## src/rtl/grb_pkg.sv

```systemverilog
`timescale 1ns / 1ps
// ----------------------------------------------------------------------------
// grb_pkg
// Shared types, word map and codes of the GPIO register block.
// ----------------------------------------------------------------------------
package grb_pkg;

  localparam int unsigned NumPinsDef  = 54;
  localparam int unsigned FieldW      = 54;
  localparam int unsigned DataW       = 32;
  localparam int unsigned IdxW        = 6;
  localparam int unsigned PinsPerWord = 10;
  localparam int unsigned NumSelWords = 6;

  // byte offsets of the first word of each group
  localparam logic [7:0] OffSel0 = 8'h00;
  localparam logic [7:0] OffSet0 = 8'h1C;
  localparam logic [7:0] OffClr0 = 8'h28;
  localparam logic [7:0] OffLev0 = 8'h34;
  localparam logic [7:0] OffPull = 8'h94;
  localparam logic [7:0] OffPclk0 = 8'h98;

  localparam logic [IdxW-1:0] WSel0    = OffSel0[7:2];
  localparam logic [IdxW-1:0] WSelLast = WSel0 + IdxW'(NumSelWords - 1);
  localparam logic [IdxW-1:0] WSet0    = OffSet0[7:2];
  localparam logic [IdxW-1:0] WSet1    = WSet0 + IdxW'(1);
  localparam logic [IdxW-1:0] WClr0    = OffClr0[7:2];
  localparam logic [IdxW-1:0] WClr1    = WClr0 + IdxW'(1);
  localparam logic [IdxW-1:0] WLev0    = OffLev0[7:2];
  localparam logic [IdxW-1:0] WLev1    = WLev0 + IdxW'(1);
  localparam logic [IdxW-1:0] WPull    = OffPull[7:2];
  localparam logic [IdxW-1:0] WPclk0   = OffPclk0[7:2];
  localparam logic [IdxW-1:0] WPclk1   = WPclk0 + IdxW'(1);

  localparam logic [2:0] FuncOutput = 3'b001;
  localparam logic [1:0] PullUp     = 2'b10;
  localparam logic [1:0] PullDown   = 2'b01;

  typedef struct packed {
    logic              mode;
    logic [IdxW-1:0]   word_index;
    logic [DataW-1:0]  write_data;
    logic [FieldW-1:0] pad_levels;
  } req_t;

  typedef struct packed {
    logic [DataW-1:0]  read_data;
    logic              unmapped;
    logic [FieldW-1:0] drive_levels;
    logic [FieldW-1:0] drive_enables;
    logic [FieldW-1:0] pull_ups;
    logic [FieldW-1:0] pull_downs;
  } rsp_t;

endpackage

```

## src/rtl/grb_in_reg.sv

```systemverilog
`timescale 1ns / 1ps
// ----------------------------------------------------------------------------
// grb_in_reg
// Input register: holds one access beat until the register file takes it.
// ----------------------------------------------------------------------------
module grb_in_reg (
  input  logic          clk_i,
  input  logic          rst_ni,
  input  logic          valid_i,
  output logic          ready_o,
  input  grb_pkg::req_t req_i,
  input  logic          take_i,
  output logic          valid_o,
  output grb_pkg::req_t req_o
);
  import grb_pkg::*;

  logic vld_q, vld_d;
  req_t req_q;

  assign ready_o = !vld_q || take_i;
  assign vld_d   = (valid_i && ready_o) || (vld_q && !take_i);

  always_ff @(posedge clk_i or negedge rst_ni) begin
    if (!rst_ni) begin
      vld_q <= 1'b0;
    end else begin
      vld_q <= vld_d;
    end
  end

  always_ff @(posedge clk_i) begin
    if (valid_i && ready_o) begin
      req_q <= req_i;
    end
  end

  assign valid_o = vld_q;
  assign req_o   = req_q;

endmodule

```

## src/rtl/grb_regfile.sv

```systemverilog
`timescale 1ns / 1ps
// ----------------------------------------------------------------------------
// grb_regfile
// Pin state registers and the single-pass access decode and update.
// ----------------------------------------------------------------------------
module grb_regfile #(
  parameter int unsigned NUM_PINS = grb_pkg::NumPinsDef
) (
  input  logic          clk_i,
  input  logic          rst_ni,
  input  logic          en_i,
  input  grb_pkg::req_t req_i,
  output grb_pkg::rsp_t rsp_o
);
  import grb_pkg::*;

  localparam logic [63:0] PinMask = {64{1'b1}} >> (64 - NUM_PINS);

  logic [3*NUM_PINS-1:0] func_q, func_d;
  logic [2*NUM_PINS-1:0] pull_q, pull_d;
  logic [NUM_PINS-1:0]   latch_q, latch_d;
  logic [1:0]            pctl_q, pctl_d;

  logic                wr;
  logic                bank_hi;
  logic [63:0]         bank64;
  logic [NUM_PINS-1:0] bank_bits;
  logic [63:0]         pads64;
  logic [DataW-1:0]    rd;
  logic                unm;
  logic [63:0]         en64, up64, dn64, lat64;

  assign wr        = req_i.mode;
  assign bank_hi   = (req_i.word_index == WSet1) || (req_i.word_index == WClr1) ||
                     (req_i.word_index == WLev1) || (req_i.word_index == WPclk1);
  assign bank64    = bank_hi ? {req_i.write_data, 32'h0} : {32'h0, req_i.write_data};
  assign bank_bits = bank64[NUM_PINS-1:0];
  assign pads64    = 64'(req_i.pad_levels) & PinMask;

  always_comb begin
    func_d  = func_q;
    pull_d  = pull_q;
    latch_d = latch_q;
    pctl_d  = pctl_q;
    rd      = '0;
    unm     = 1'b0;
    if (req_i.word_index inside {[WSel0:WSelLast]}) begin
      for (int s = 0; s < NumSelWords; s++) begin
        for (int k = 0; k < PinsPerWord; k++) begin
          if ((s * PinsPerWord + k < NUM_PINS) && (req_i.word_index == WSel0 + IdxW'(s))) begin
            if (wr) begin
              func_d[3*(s*PinsPerWord+k) +: 3] = req_i.write_data[3*k +: 3];
            end else begin
              rd[3*k +: 3] = func_q[3*(s*PinsPerWord+k) +: 3];
            end
          end
        end
      end
    end else begin
      case (req_i.word_index)
        WSet0, WSet1: begin
          if (wr) latch_d = latch_q | bank_bits;
        end
        WClr0, WClr1: begin
          if (wr) latch_d = latch_q & ~bank_bits;
        end
        WLev0, WLev1: begin
          if (!wr) rd = bank_hi ? pads64[63:32] : pads64[31:0];
        end
        WPull: begin
          if (wr) begin
            pctl_d = req_i.write_data[1:0];
          end else begin
            rd = {30'h0, pctl_q};
          end
        end
        WPclk0, WPclk1: begin
          if (wr) begin
            for (int p = 0; p < NUM_PINS; p++) begin
              if (bank_bits[p]) pull_d[2*p +: 2] = pctl_q;
            end
          end
        end
        default: begin
          unm = 1'b1;
        end
      endcase
    end
  end

  always_comb begin
    en64 = '0;
    up64 = '0;
    dn64 = '0;
    for (int p = 0; p < NUM_PINS; p++) begin
      en64[p] = (func_d[3*p +: 3] == FuncOutput);
      up64[p] = (pull_d[2*p +: 2] == PullUp);
      dn64[p] = (pull_d[2*p +: 2] == PullDown);
    end
  end

  assign lat64 = 64'(latch_d);

  always_comb begin
    rsp_o.read_data     = rd;
    rsp_o.unmapped      = unm;
    rsp_o.drive_levels  = lat64[FieldW-1:0];
    rsp_o.drive_enables = en64[FieldW-1:0];
    rsp_o.pull_ups      = up64[FieldW-1:0];
    rsp_o.pull_downs    = dn64[FieldW-1:0];
  end

  always_ff @(posedge clk_i or negedge rst_ni) begin
    if (!rst_ni) begin
      func_q  <= '0;
      pull_q  <= '0;
      latch_q <= '0;
      pctl_q  <= '0;
    end else if (en_i) begin
      func_q  <= func_d;
      pull_q  <= pull_d;
      latch_q <= latch_d;
      pctl_q  <= pctl_d;
    end
  end

endmodule

```

## src/rtl/grb_out_reg.sv

```systemverilog
`timescale 1ns / 1ps
// ----------------------------------------------------------------------------
// grb_out_reg
// Result register: holds one result beat until the receiver takes it.
// ----------------------------------------------------------------------------
module grb_out_reg (
  input  logic          clk_i,
  input  logic          rst_ni,
  input  logic          load_i,
  input  grb_pkg::rsp_t rsp_i,
  output logic          ready_o,
  output logic          valid_o,
  input  logic          ready_i,
  output grb_pkg::rsp_t rsp_o
);
  import grb_pkg::*;

  logic vld_q, vld_d;
  rsp_t rsp_q;

  assign ready_o = !vld_q || ready_i;
  assign vld_d   = load_i || (vld_q && !ready_i);

  always_ff @(posedge clk_i or negedge rst_ni) begin
    if (!rst_ni) begin
      vld_q <= 1'b0;
    end else begin
      vld_q <= vld_d;
    end
  end

  always_ff @(posedge clk_i) begin
    if (load_i) begin
      rsp_q <= rsp_i;
    end
  end

  assign valid_o = vld_q;
  assign rsp_o   = rsp_q;

endmodule

```

## src/rtl/gpio_register_block.sv

```systemverilog
`timescale 1ns / 1ps
// ----------------------------------------------------------------------------
// gpio_register_block
// Pin controller with function select, output latch and pull control.
// ----------------------------------------------------------------------------
// Usage:
//   Slave stream: one register access per beat. tuser carries mode (1 = write),
//   tdata carries word_index, write_data and the current pad levels.
//   Master stream: one result beat per access: read_data, the drive, enable
//   and pull vectors as they stand after the access, and unmapped on tuser.
//   Path: an accepted beat waits in the input register until the result
//   register can take it. Throughput: one access per cycle unless the
//   receiver stalls; the input register, the decode and update logic and
//   the result register form a two-stage chain, with all state updated in
//   the same cycle an access moves into the result register.
//   Reset: all pins are inputs with no pull, the output latch and pull
//   control word are zero, both streams are empty.
//   Receiver stall: the result register holds its beat; one more access
//   waits in the input register, then s_axis_tready_o drops.
// ----------------------------------------------------------------------------
module gpio_register_block #(
  parameter int unsigned NUM_PINS = grb_pkg::NumPinsDef
) (
  input  logic         clk_i,
  input  logic         rst_ni,
  input  logic         s_axis_tvalid_i,
  output logic         s_axis_tready_o,
  input  logic [95:0]  s_axis_tdata_i,   // word_index, write_data, pad_levels, pad
  input  logic [0:0]   s_axis_tuser_i,   // mode
  output logic         m_axis_tvalid_o,
  input  logic         m_axis_tready_i,
  output logic [247:0] m_axis_tdata_o,   // read_data, drive_levels, drive_enables,
                                         // pull_ups, pull_downs
  output logic [0:0]   m_axis_tuser_o    // unmapped
);
  import grb_pkg::*;

  req_t in_req, stg_req;
  rsp_t upd_rsp, out_rsp;
  logic stg_vld, out_rdy, adv;

  always_comb begin
    in_req.mode       = s_axis_tuser_i[0];
    in_req.word_index = s_axis_tdata_i[5:0];
    in_req.write_data = s_axis_tdata_i[37:6];
    in_req.pad_levels = s_axis_tdata_i[91:38];
  end

  assign adv = stg_vld && out_rdy;

  grb_in_reg u_in_reg (
    .clk_i   (clk_i),
    .rst_ni  (rst_ni),
    .valid_i (s_axis_tvalid_i),
    .ready_o (s_axis_tready_o),
    .req_i   (in_req),
    .take_i  (adv),
    .valid_o (stg_vld),
    .req_o   (stg_req)
  );

  grb_regfile #(
    .NUM_PINS (NUM_PINS)
  ) u_regfile (
    .clk_i  (clk_i),
    .rst_ni (rst_ni),
    .en_i   (adv),
    .req_i  (stg_req),
    .rsp_o  (upd_rsp)
  );

  grb_out_reg u_out_reg (
    .clk_i   (clk_i),
    .rst_ni  (rst_ni),
    .load_i  (adv),
    .rsp_i   (upd_rsp),
    .ready_o (out_rdy),
    .valid_o (m_axis_tvalid_o),
    .ready_i (m_axis_tready_i),
    .rsp_o   (out_rsp)
  );

  assign m_axis_tdata_o = {out_rsp.pull_downs, out_rsp.pull_ups, out_rsp.drive_enables,
                           out_rsp.drive_levels, out_rsp.read_data};
  assign m_axis_tuser_o = out_rsp.unmapped;

endmodule

```

## config.mk

```make
export PLATFORM = sky130hd
export DESIGN_NAME = gpio_register_block
export DESIGN_NICKNAME = d
export VERILOG_FILES = /design/src/rtl/grb_pkg.sv /design/src/rtl/grb_in_reg.sv /design/src/rtl/grb_regfile.sv /design/src/rtl/grb_out_reg.sv /design/src/rtl/gpio_register_block.sv
export SDC_FILE = /design/constraint.sdc
export NUM_CORES = 1
export LEC_CHECK = 0
export BUFFER_PORTS_ARGS = -buffer_cell sky130_fd_sc_hd__buf_2
export CELL_PAD_IN_SITES_DETAIL_PLACEMENT = 1
export CELL_PAD_IN_SITES_GLOBAL_PLACEMENT = 1
export CORE_UTILIZATION = 45
export CTS_CLUSTER_DIAMETER = 30
export CTS_CLUSTER_SIZE = 28
export DETAILED_ROUTE_END_ITERATION = 10
export PLACE_DENSITY_LB_ADDON = 0.12
export SETUP_SLACK_MARGIN = 0.5
export SKIP_CTS_REPAIR_TIMING = 1
export SYNTH_ARGS = -nofsm -noshare
export SYNTH_HDL_FRONTEND = slang
export SYNTH_SLANG_ARGS = --single-unit
```

## constraint.sdc

```tcl
create_clock -name clk_i -period 28.7 [get_ports clk_i]
set_input_delay 1.435 -clock clk_i [delete_from_list [all_inputs] [get_ports clk_i]]
set_output_delay 1.435 -clock clk_i [all_outputs]
set_load 0.1 [all_outputs]
```

# == Word-level counts from Yosys, hierarchy flattened ==
# Cells that the tools add are included.
# word_totals
reg_bits,670
output_inout_bits,251
wordCells,517
# op_classes
order_cmp,2
eq_ne,176
n_mux,295
bitwise,4
n_reduce_logical,23
# op_table
op,n
3-bit two-way mux,226
108-bit two-way mux,3
54-bit two-way mux,4
"3-bit by 1-bit equality test with 1-bit output, second input constant",54
162-bit two-way mux,1
2-bit two-way mux,55
"2-bit by 1-bit equality test with 1-bit output, second input constant",54
"2-bit equality test, second input constant",54
54-bit case mux with 2 select lines,1
32-bit two-way mux,2
32-bit case mux with 2 select lines,1
54-bit bitwise AND,1
54-bit inverter,1
54-bit OR,1
"6-bit by 4-bit equality test with 1-bit output, second input constant",5
30-bit two-way mux,1
"6-bit by 3-bit equality test with 1-bit output, second input constant",3
"6-bit equality test, second input constant",3
"6-bit by 2-bit equality test with 1-bit output, second input constant",2
9-bit OR reduction,1
2-bit OR reduction,4
1-bit logical OR,7
"6-bit by 1-bit equality test with 1-bit output, second input constant",1
"6-bit by 1-bit greater-or-equal comparator with 1-bit output, second input constant",1
other kinds (7),14

# == Depth between registers and ports, before layout ==
# logic_depth
depth_word,14
mapped_depth,10
mapped_depth_nobuf,6

# == Hierarchy ==
# From an unflattened synthesis, not the netlist that was laid out.
# unflattened
hier_cells,2101
area_unflattened_um2,28770.1
# modules_own_cells
mod,n_inst,cells_per_inst,area_per_inst_um2,seq_area_each_um2
grb_regfile,1,1751,18392.6,8157.8
grb_out_reg,1,252,7524.7,7502.2
grb_in_reg,1,97,2846.5,2817.7
gpio_register_block,1,1,6.3,0.0

# == Worst setup path after synthesis ==
# OpenSTA, ideal clock, no wires.
# synth_path
path_type,input to register
start,input port m_axis_tready_i
end,register u_regfile.pull_q[100]
arrival_time_ps,10209
t_required_ps,28570
slack_ps,18361
cell_stages,7
path_buffers,2
cell_sequence,nand2b_1 -> nand2_1 -> inv_1 -> clkbuf_1 -> buf_1 -> nand3_1 -> mux2_2
# synth_via
elab_chain_cells,2
# synth_rtl
element,line_no,text
"start, declared",gpio_register_block.sv:31,"input logic m_axis_tready_i,"
1-bit logical OR,grb_out_reg.sv:21,assign ready_o = !vld_q || ready_i;
1-bit logical AND,gpio_register_block.sv:49,assign adv = stg_vld && out_rdy;
net adv,gpio_register_block.sv:40,"logic stg_vld, out_rdy, adv;"
"end signal, assigned",grb_regfile.sv:121,pull_q <= pull_d;
"end, declared",grb_regfile.sv:20,"logic [2*NUM_PINS-1:0] pull_q, pull_d;"
# The timed path passes the listed nets, and every way through them passes these cells.
# A chain may end at the register's enable or synchronous reset.

==> run_results.csv <==
group,metric,value,unit
logic_synthesis,ys.flop_type,"edfxtp_1",
placed_design,io_buffers,347,
outcome,status,"finished clean",
logic_synthesis,synth_area,0.0287,mm^2
finish,finalNetCount,2634,
placed_design,place_hpwl,54700,um
logic_synthesis,yosysWarningCount,0,
sta,rsz0062_at_grt,"false",
power_and_ir_drop,power_leakage,15.9,nW
clocking,clkSinkCount,670,
floorplan,ios,352,
grt,grt_antenna_before_repair,1,
detailed_routing,drtIter0Drc,1314,
logic_synthesis,synth_edf_count,342,
detailed_routing,top_layer_used,"met4",
sta,finalWorstSetupSlack,24.08,ns
setup_path,cp-end-kind,"flip-flop",
detailed_routing,drt_first_pass_iters,5,
sta,setup_viol,0,
sta,max_slew_margin,16.3,%
logic_synthesis,ys_ff_latch,670,
clocking,cts-root-buf,"clkbuf_16",
logic_synthesis,synth_area_leader_cell,"edfxtp_1",
detailed_routing,dr_total_vias,19700,
setup_path,criticalPathCategory,"reg2reg",
detailed_routing,routed_wl,86300,um
clocking,cts.htree.levels,4,
clocking,numCtsBuffers,146,
placed_design,gp_congestion,0.836,
logic_synthesis,synth_fp_nets,2256,
finish,final_cells,3505,
grt,grt_pass1_vias,21400,
sta,fmax,0.217,GHz
placed_design,place_area,0.0312,mm^2
clocking,cts_tree,"yes",
setup_path,start_kind,"flip-flop",
detailed_routing,drc,0,
finish,syn2layout_area_growth,26.2,%
logic_synthesis,synth_top_area_share,35.8,%
grt,grt.total_usage,26.8,%
logic_synthesis,ys_seq_area_share,64.4,%
power_and_ir_drop,vdd_ir_drop_max,54.3,uV
detailed_routing,viasPerCell,5.63,
logic_synthesis,synthDistinctLibCells,60,
detailed_routing,wl_met3,5940,um
floorplan,core_area,0.0631,mm^2
floorplan,die_w,255,um
power_and_ir_drop,pwr_density_cell,85.1,mW/mm^2
clocking,clk_latency,0.71,ns
logic_synthesis,avgSynthCellArea,13.3,um^2
detailed_routing,wl_met2,41900,um
detailed_routing,post_drt_wl_per_cell,24.6,um
setup_path,cp_max_fo,20,
floorplan,fp.dieH,255,um
clocking,clkTransAtPathRegs,0.05,ns
sta,setup-tns-final,0,ns
finish,drive_above_1_share,35.1,%
finish,stdcell_area,0.0362,mm^2
setup_path,crit_required,29.12,ns
sta,finClkSkew,0.0282,ns
grt,grt_pass1_wl,130000,um
sta,finalCritPeriodShare,16.1,%
logic_synthesis,synth_area_leaders,"edfxtp_1 (36%), dfrtp_1 (29%), mux2_2 (11%)",
grt,grt-ovfl-total,0,
floorplan,rows,92,
sta,tightest_slew,1.25,ns
logic_synthesis,synthCells,2155,
detailed_routing,antenna_left,0,
sta,final_max_slew_viol_count,0,
setup_path,worst-endpoint-arrival,5.04,ns
worst_hold_path,hp-class,"reg2reg",
floorplan,design.die.area,0.0648,mm^2
sta,timing.final.crit_period,4.62,ns
detailed_routing,wirelength_met1,35900,um
placed_design,dp_worst_setup_slack,23.95,ns
logic_synthesis,ys_async_sr_fraction,49.0,%
grt,grt_max_degree,168,
sta,finalHoldViolations,0,
clocking,cts_max_path_buffers,3,
placed_design,dp_cells,3231,
floorplan,start_util,45.5,%
flow_run,cap_violations,0,
## flip-flops by register name, summed over array words and instances, names as in the netlist
name / cells
u_out_reg.valid_o: 1
u_in_reg.valid_o: 1
u_out_reg.rsp_o: 249
u_in_reg.req_o: 93
u_regfile.latch_q: 54
u_regfile.pull_q: 108
u_regfile.pctl_q: 2
u_regfile.func_q: 162
## per-layer routing
metal / up-vias / GRT usage, %
met2: 615 / 44.0
met4: 0 / 10.4
met3: 165 / 7.40
li1: 8750 / -
met5: - / 0
met1: 10200 / 33.8
## worst paths after layout
check	startpoint	to	slack (ns)	cells after the start
min in group asynchronous	rst_ni	u_regfile.func_q[156]	0.74	1
max	u_in_reg.req_o[87]	u_out_reg.rsp_o[128]	24.08	4
max in group asynchronous	rst_ni	u_regfile.pull_q[63]	26.25	2
min	u_regfile.latch_q[11]	u_regfile.latch_q[11]	0.50	2
max reg2reg	u_in_reg.req_o[87]	u_out_reg.rsp_o[128]	24.08	4
min reg2reg	u_regfile.latch_q[11]	u_regfile.latch_q[11]	0.50	2
## power breakdown
part | internal, mW | total, mW | switching [mW]
clock network | 1.13 | 1.68 | 0.546
registers | 1.07 | 1.10 | 0.0319
logic | 0.0447 | 0.304 | 0.259
total | 2.25 | 3.08 | 0.837
## worst max-delay path, cell delays in order, from the launching register on
cell,delay [ns]
edfxtp_1,0.77
nor4b_2,1.06
and2_1,0.90
nand2_1,0.85
o21ai_0,0.74
## logic make-up (layout without fill, tap and decap cells)
logic type / after synthesis / count (layout) / synth area share, %
compound gates: 355 / 355 / 8.11
buf+inv: 160 / 663 / 2.41
simple gates: 565 / 565 / 9.75
flops: 670 / 670 / 64.4
mux: 404 / 404 / 15.3
other cells: 0 / 1 / 0
xor+xnor: 1 / 1 / 0.0305
## metrics by stage
stage | total power, mW | utilization [%] | hold slack (ns)
2_1_floorplan | 1.36 | - | 0.457
3_3_place_gp | 1.42 | 49.5 | 0.475
3_5_place_dp | 1.42 | 49.5 | 0.486
4_1_cts | 3.11 | 57.4 | 0.501
5_1_grt | 3.17 | 57.4 | 0.528
6_report | 3.08 | 57.4 | 0.501
## placed cells by master (no fill, tap or decap), types with 12 or more instances in the layout
cell | synthesis | final
buf_2 | 35 | 346
edfxtp_1 | 342 | 342
dfrtp_1 | 328 | 326
mux2_2 | 272 | 272
o21ai_0 | 170 | 170
nand2_1 | 168 | 168
clkbuf_16 | 0 | 151
mux2i_1 | 124 | 124
nand2b_1 | 118 | 116
nand3_1 | 98 | 98
nor2_1 | 99 | 93
a22o_1 | 67 | 67
buf_4 | 1 | 37
a21oi_1 | 36 | 35
clkinv_2 | 0 | 24
clkbuf_1 | 103 | 19
nor3_1 | 19 | 17
clkinvlp_4 | 0 | 17
clkinv_1 | 0 | 17
clkbuf_8 | 0 | 15
bufinv_16 | 0 | 15
a221o_1 | 13 | 13
a22oi_1 | 12 | 12
## Yosys cell counts (5+ instances only)
master	count
nand2_1	168
mux2_1	7
a21o_1	7
nor2b_1	8
a221o_1	13
buf_6	6
a22oi_1	12
nand4_1	8
a221oi_1	8
o21a_1	7
mux2_2	272
nor3_1	19
a22o_1	67
buf_1	10
clkbuf_1	103
o21ai_0	170
o22ai_1	8
nand3_1	98
dfrtp_1	328
o221ai_1	9
nand3_2	9
nor2_1	99
a222oi_1	5
or3_1	6
and3_1	5
edfxtp_1	342
a21oi_1	36
nand2b_1	118
buf_2	35
and2_1	6
mux2i_1	124
inv_1	5
## area by class of cell
class	instances	area [um^2]
fillers	6252	26900
flip-flops and latches	670	18500
multi-input cells	1325	9610
clock buffers	185	4060
repair buffers	385	2040
well taps	846	1060
clock inverters	88	946
inverters	5	26.3
diodes	1	2.50
No activity file was read; power rests on OpenSTA's default activity.
